File: src/design/fcrc_pkg.sv
// Shared types and constants for the fractional clock ratio converter.
package fcrc_pkg;

  // Field and register widths.
  localparam int unsigned NUM_W  = 32;
  localparam int unsigned DEN_W  = 40;
  localparam int unsigned ELAP_W = 32;
  localparam int unsigned PROD_W = 64;
  localparam int unsigned DIVD_W = 65;
  localparam int unsigned QUO_W  = 64;
  localparam int unsigned CNT_W  = 7;
  localparam int unsigned DATA_W = 64;
  localparam int unsigned ADDR_W = 4;

  // Reset values and the fallback ratio used when a ratio register is zero.
  localparam logic [NUM_W-1:0] NUM_RESET   = NUM_W'(1);
  localparam logic [DEN_W-1:0] DEN_RESET   = DEN_W'(4);
  localparam logic [NUM_W-1:0] NUM_DEFAULT = NUM_W'(1);
  localparam logic [DEN_W-1:0] DEN_DEFAULT = DEN_W'(4);

  // Last iteration of the divider: one step per dividend bit.
  localparam logic [CNT_W-1:0] DIV_LAST = CNT_W'(DIVD_W - 1);

  // Register index, taken from address bit 3 (registers sit 8 bytes apart).
  typedef enum logic {
    REG_NUMERATOR   = 1'b0,
    REG_DENOMINATOR = 1'b1
  } reg_idx_t;

  // Sequencer states.
  typedef enum logic [2:0] {
    ST_IDLE,
    ST_MUL,
    ST_ADD,
    ST_DIV,
    ST_DONE
  } state_t;

endpackage

File: src/design/fractional_clock_ratio_converter.sv
// Each accepted item passes through the multiply, add, 65 divide steps and the
// hand-off, which waits until the output register is free, before its result is on
// out_valid; a new item is taken only in idle, after the hand-off. The restoring
// divider retires one of the 65 dividend bits per cycle. A finished result waits in
// the output register while the next item is accepted. Reset (rst_n low, synchronous)
// restores numerator 1, denominator 4, clears the carried fraction and empties the output register.
module fractional_clock_ratio_converter (
  input  logic                          clk,
  input  logic                          rst_n,
  // Input channel
  input  logic                          in_valid,
  output logic                          in_ready,
  input  logic [fcrc_pkg::ELAP_W-1:0]   in_elapsed_clocks,
  // Result channel
  output logic                          out_valid,
  input  logic                          out_ready,
  output logic [fcrc_pkg::QUO_W-1:0]    out_timer_clocks,
  output logic                          out_tick_issued,
  // Configuration port
  input  logic                          psel,
  input  logic                          penable,
  input  logic                          pwrite,
  input  logic [fcrc_pkg::ADDR_W-1:0]   paddr,
  input  logic [fcrc_pkg::DATA_W-1:0]   pwdata,
  output logic [fcrc_pkg::DATA_W-1:0]   prdata,
  output logic                          pready
);
  import fcrc_pkg::*;

  // Configuration and carried state.
  logic [NUM_W-1:0]  ratio_num_r;
  logic [DEN_W-1:0]  ratio_den_r;
  logic [DEN_W-1:0]  fraction_r;

  // Sequencer and datapath registers.
  state_t             state_r, state_nxt;
  logic [ELAP_W-1:0]  elapsed_r;
  logic [NUM_W-1:0]   num_eff_r;
  logic [DEN_W-1:0]   den_eff_r;
  logic [PROD_W-1:0]  prod_r;
  logic [DIVD_W-1:0]  div_r;
  logic [DEN_W-1:0]   rem_r;
  logic [CNT_W-1:0]   cnt_r;

  // Output register.
  logic               out_valid_r;
  logic [QUO_W-1:0]   out_quo_r;
  logic               out_tick_r;

  // Control decoded from the state.
  logic in_take;
  logic cfg_wr;
  logic out_free;
  logic div_end;
  logic out_load;

  // Shared divider step and helpers.
  logic [DEN_W:0]     rem_sh;
  logic [DEN_W:0]     rem_diff;
  logic               q_bit;
  logic [DIVD_W-1:0]  sum_full;
  logic [QUO_W-1:0]   quo_sat;
  logic               use_default;
  reg_idx_t           wr_idx;

  assign cfg_wr      = psel && penable && pwrite;
  assign wr_idx      = reg_idx_t'(paddr[3]);
  assign use_default = (ratio_num_r == '0) || (ratio_den_r == '0);
  assign out_free    = !out_valid_r || out_ready;
  assign div_end     = (cnt_r == DIV_LAST);

  // One restoring divide step: shift in the next dividend bit, try a subtract.
  assign rem_sh   = {rem_r, div_r[DIVD_W-1]};
  assign rem_diff = rem_sh - {1'b0, den_eff_r};
  assign q_bit    = (rem_sh >= {1'b0, den_eff_r});

  // Dividend: product plus the carried fraction, kept to 65 bits.
  assign sum_full = {1'b0, prod_r} + {{(DIVD_W-DEN_W){1'b0}}, fraction_r};

  // A quotient needing a 65th bit saturates.
  assign quo_sat = div_r[DIVD_W-1] ? '1 : div_r[QUO_W-1:0];

  // Next-state logic.
  always_comb begin
    state_nxt = state_r;
    unique case (state_r)
      ST_IDLE: if (in_valid) state_nxt = ST_MUL;
      ST_MUL:  state_nxt = ST_ADD;
      ST_ADD:  state_nxt = ST_DIV;
      ST_DIV:  if (div_end) state_nxt = ST_DONE;
      ST_DONE: if (out_free) state_nxt = ST_IDLE;
      default: state_nxt = ST_IDLE;
    endcase
  end

  // Outputs of the sequencer.
  always_comb begin
    in_ready = 1'b0;
    out_load = 1'b0;
    unique case (state_r)
      ST_IDLE: in_ready = 1'b1;
      ST_DONE: out_load = out_free;
      default: begin
        in_ready = 1'b0;
        out_load = 1'b0;
      end
    endcase
  end

  assign in_take = in_valid && in_ready;

  // State and control registers.
  always_ff @(posedge clk) begin
    if (!rst_n) begin
      state_r     <= ST_IDLE;
      out_valid_r <= 1'b0;
    end else begin
      state_r <= state_nxt;
      if (out_load) begin
        out_valid_r <= 1'b1;
      end else if (out_ready) begin
        out_valid_r <= 1'b0;
      end
    end
  end

  // Ratio registers and carried fraction; a ratio write clears the fraction.
  always_ff @(posedge clk) begin
    if (!rst_n) begin
      ratio_num_r <= NUM_RESET;
      ratio_den_r <= DEN_RESET;
      fraction_r  <= '0;
    end else if (cfg_wr) begin
      fraction_r <= '0;
      unique case (wr_idx)
        REG_NUMERATOR:   ratio_num_r <= pwdata[NUM_W-1:0];
        REG_DENOMINATOR: ratio_den_r <= pwdata[DEN_W-1:0];
        default:         ratio_num_r <= ratio_num_r;
      endcase
    end else if (state_r == ST_DIV && div_end) begin
      fraction_r <= q_bit ? rem_diff[DEN_W-1:0] : rem_sh[DEN_W-1:0];
    end
  end

  // Datapath: latch operands, multiply, add, then iterate the divider.
  always_ff @(posedge clk) begin
    if (in_take) begin
      elapsed_r <= in_elapsed_clocks;
      num_eff_r <= use_default ? NUM_DEFAULT : ratio_num_r;
      den_eff_r <= use_default ? DEN_DEFAULT : ratio_den_r;
    end
    if (state_r == ST_MUL) begin
      prod_r <= PROD_W'(elapsed_r) * PROD_W'(num_eff_r);
    end
    if (state_r == ST_ADD) begin
      div_r <= sum_full;
      rem_r <= '0;
      cnt_r <= '0;
    end
    if (state_r == ST_DIV) begin
      div_r <= {div_r[DIVD_W-2:0], q_bit};
      rem_r <= q_bit ? rem_diff[DEN_W-1:0] : rem_sh[DEN_W-1:0];
      cnt_r <= cnt_r + CNT_W'(1);
    end
  end

  // Output register holds the result until it is taken.
  always_ff @(posedge clk) begin
    if (out_load) begin
      out_quo_r  <= quo_sat;
      out_tick_r <= (quo_sat != '0);
    end
  end

  assign out_valid        = out_valid_r;
  assign out_timer_clocks = out_quo_r;
  assign out_tick_issued  = out_tick_r;

  // Register read-back and an always-ready bus.
  always_comb begin
    unique case (reg_idx_t'(paddr[3]))
      REG_NUMERATOR:   prdata = DATA_W'(ratio_num_r);
      REG_DENOMINATOR: prdata = DATA_W'(ratio_den_r);
      default:         prdata = '0;
    endcase
  end

  assign pready = 1'b1;

endmodule

File: config.mk
export PLATFORM = sky130hd
export DESIGN_NAME = fractional_clock_ratio_converter
export DESIGN_NICKNAME = d
export VERILOG_FILES = /design/src/design/fcrc_pkg.sv /design/src/design/fractional_clock_ratio_converter.sv
export SDC_FILE = /design/constraint.sdc
export NUM_CORES = 2
export LEC_CHECK = 0
export BUFFER_PORTS_ARGS = -buffer_cell sky130_fd_sc_hd__buf_2
export CAP_MARGIN = 20
export CORE_ASPECT_RATIO = 1.1
export CORE_MARGIN = 4
export CORE_UTILIZATION = 50
export CTS_CLUSTER_SIZE = 12
export DETAILED_ROUTE_END_ITERATION = 10
export PLACE_DENSITY = 0.64
export SLEW_MARGIN = 0
export SYNTH_ARGS = -nofsm -noshare
export SYNTH_HDL_FRONTEND = slang
export SYNTH_SLANG_ARGS = --single-unit
File: constraint.sdc
create_clock -name clk -period 8.4 [get_ports clk]
set_input_delay 2.1 -clock clk [delete_from_list [all_inputs] [get_ports clk]]
set_output_delay 2.1 -clock clk [all_outputs]
set_load 0.05 [all_outputs]
==> impl_metrics.json <==
{
  "status": "finished, final reports clean",
  "synth_area_sq_um": 56130,
  "yosysTopAreaCell": "fa_1",
  "grt_pass1_vias": 42990,
  "fmax_mhz": 122.6,
  "register_area_sq_um": 12680,
  "synth_most_common_cell": "inv_1",
  "antenna_left": 0,
  "crit_fanout": 17,
  "drc": 0,
  "syn_to_final_growth_pct": 9.171,
  "syn_area_per_cell_sq_um": 9.555,
  "critPathCaptureType": "register",
  "crit_start": "elapsed_r[19]",
  "fin_crit_ps": 8158,
  "critical_path_class": "register to register",
  "overflow": 0,
  "die_x_um": 327.5,
  "cts-root-buf": "clkbuf_16",
  "hpwl_mm": 123.3,
  "die_h_um": 359.4,
  "hold_depth": 2,
  "utilization": 0.5513,
  "startpoint_type": "register",
  "crit_arrival_ps": 8700,
  "synthTopCellsByArea": "fa_1 32%, edfxtp_1 18%, ha_1 7.7%",
  "maxSlewViolCount": 0,
  "setup_tns_ps": 0,
  "required_ps": 8940,
  "multi_input_area_sq_um": 38640,
  "cts_tree": "done",
  "dieArea_sq_um": 117700,
  "slew_headroom": 0.2736,
  "grt_pass1_wl_mm": 242.1,
  "async_flop_share": 0,
  "antenna_cells": 0,
  "first_pass_iters": 5,
  "worstReg2RegEnd": "prod_r[56]",
  "htree_levels": 2,
  "drt_iter0_markers": 2674,
  "finalWirelength_mm": 151.3,
  "min_path_type": "register to register",
  "fin_nets": 7359,
  "yosys_warnings": 0,
  "r2r_slack_ps": 240,
  "grt_max_degree": 78,
  "wl_per_cell_um": 20.05,
  "finalWeightedCongestion": 0.9408,
  "grt_usage": 0.2607,
  "clockBufferDepth": 3,
  "worstReg2RegStart": "elapsed_r[19]",
  "row_count": 128,
  "hold_violations": 0,
  "core_area_sq_um": 111100,
  "cts_buffers": 53,
  "vias": 40750,
  "port_buffers": 186,
  "synth.distinct_cells": 86,
  "drive_gt1_frac": 0.1007,
  "hp-start": "fraction_r[0]",
  "yosysSeqAreaShare": 0.2260,
  "worst_slew_pin_slew_ps": 1090,
  "cts-hold-fix-buffers": 0,
  "cts_num_sinks": 461,
  "antenna_found_initial": 4,
  "nFillCells": 10080,
  "r2r_cells": 22,
  "clkLatencyLatePin_ps": 690,
  "fin_crit_sh": 0.9711,
  "final-setup-viol-count": 0,
  "synthCells": 5874,
  "yosys.area.top_type_share": 0.3203,
  "initial_utilization": 0.5050,
  "viasPerCell": 5.401,
  "yosys-top-cells-count": "936 x inv_1, 898 x fa_1, 809 x nand2_1",
  "synth_flop_cell": "edfxtp_1",
  "hold_end": "fraction_r[0]",
  "drv_cap": 0,
  "fin_skew_ps": 86.59,
  "synth-edff-count": 345,
  "synth-seq-cells": 461,
  "clk_pin_slew_ps": 60,
  "io_pins": 239,
  "rsz0062_at_grt": "false"
}
==> cell type report <==
cell class                 count  share of cell area
tap                         1495             0.03053
inverter                     936             0.05734
timing repair buffer         402             0.04639
multi-input combinational   4155              0.6307
clock buffer                  70             0.02371
sequential                   461              0.2070
clock inverter                26            0.004411
==> how the worst max path moves through the flow <==
stage / to / slack, ps / cells past startpoint
after floorplan: prod_r[56] / 1160 / 25
after global placement: prod_r[56] / 290 / 23
after detailed placement: prod_r[56] / 240 / 24
after CTS: prod_r[56] / 270 / 24
after global routing: prod_r[57] / 7 / 24
final: prod_r[56] / 240 / 22
==> through the flow <==
stage | setup slack [ps] | cell area (sq um) | std cells | hold WS (ps)
after floorplan | 1163 | 56210 | 5897 | 452.7
after global placement | 294.1 | 59400 | 7438 | 465.2
after detailed placement | 243.7 | 59400 | 7438 | 466.5
after CTS | 269.3 | 61130 | 7534 | 478.0
after global routing | 6.592 | 61280 | 7545 | 508.5
final | 242.4 | 61280 | 7545 | 481.6
==> layout by cell type (no fill, tap or decap), types with 19 or more instances in the layout <==
| master | netlist | final |
|---|---|---|
| buf_12 | 0 | 20 |
| buf_2 | 7 | 186 |
| and2_1 | 648 | 647 |
| a21o_1 | 92 | 92 |
| nor2_1 | 208 | 202 |
| a211oi_1 | 39 | 39 |
| nand2_1 | 809 | 809 |
| a21boi_0 | 74 | 74 |
| or2_2 | 67 | 66 |
| nor4_1 | 46 | 46 |
| and3_1 | 31 | 31 |
| dfxtp_1 | 116 | 116 |
| mux2i_1 | 19 | 19 |
| mux2_2 | 32 | 32 |
| clkbuf_16 | 0 | 55 |
| edfxtp_1 | 345 | 345 |
| nor3_1 | 25 | 25 |
| conb_1 | 2 | 25 |
| nand4_1 | 30 | 30 |
| o21ai_1 | 23 | 23 |
| inv_1 | 936 | 936 |
| o21ai_0 | 124 | 124 |
| nand3_1 | 58 | 58 |
| fa_1 | 898 | 898 |
| xor2_1 | 60 | 60 |
| a31oi_1 | 20 | 20 |
| nor2b_1 | 20 | 19 |
| a21oi_1 | 187 | 187 |
| ha_1 | 345 | 345 |
| buf_4 | 27 | 194 |
| xnor2_1 | 95 | 95 |
==> cell families after synthesis <==
family	synth area share
compound gates	0.07813
xor+xnor	0.02419
fa+ha+maj	0.3972
buf+inv	0.08803
flops	0.2260
mux	0.009809
other cells	0.0001338
simple gates	0.1766
==> state kept, by name, summed over array words and instances, names as in the netlist <==
name              count
den_eff_r            40
fraction_r           40
cnt_r                 7
out_valid             1
out_tick_issued       1
ratio_den_r          40
prod_r               64
rem_r                40
elapsed_r            32
state_r               3
out_timer_clocks     64
ratio_num_r          32
num_eff_r            32
div_r                65
==> critical path, cell delays in order, from the launching register on <==
cell	delay, ps
edfxtp_1	560
buf_4	250
buf_4	270
nand2_1	120
fa_1	530
fa_1	540
inv_1	60
fa_1	480
fa_1	580
fa_1	440
fa_1	520
fa_1	430
fa_1	450
ha_1	370
and2_0	260
and3_1	240
a21o_1	180
a221oi_1	280
o21bai_1	140
o31ai_2	540
o21ai_1	190
or4b_1	480
nand3_1	80
==> routing by layer <==
metal  routed length [um]  track usage  vias up
met5                   13            0        -
met4                 4174      0.06801        2
met3                 9694      0.03375      226
met2                72430       0.4364     1269
met1                64980       0.3602    20600
li1                     -            -    18650
==> timing repair <==
action | 4_1_cts | 5_1_grt
resized for setup | 0 | 0
setup buffers | 0 | 9
setup endpoints to repair | 0 | 4
hold endpoints to repair | 0 | 0
Power is left out: the tool's default activity adds up to more than one toggle a clock period on the data nets, which glitch-free logic cannot reach.
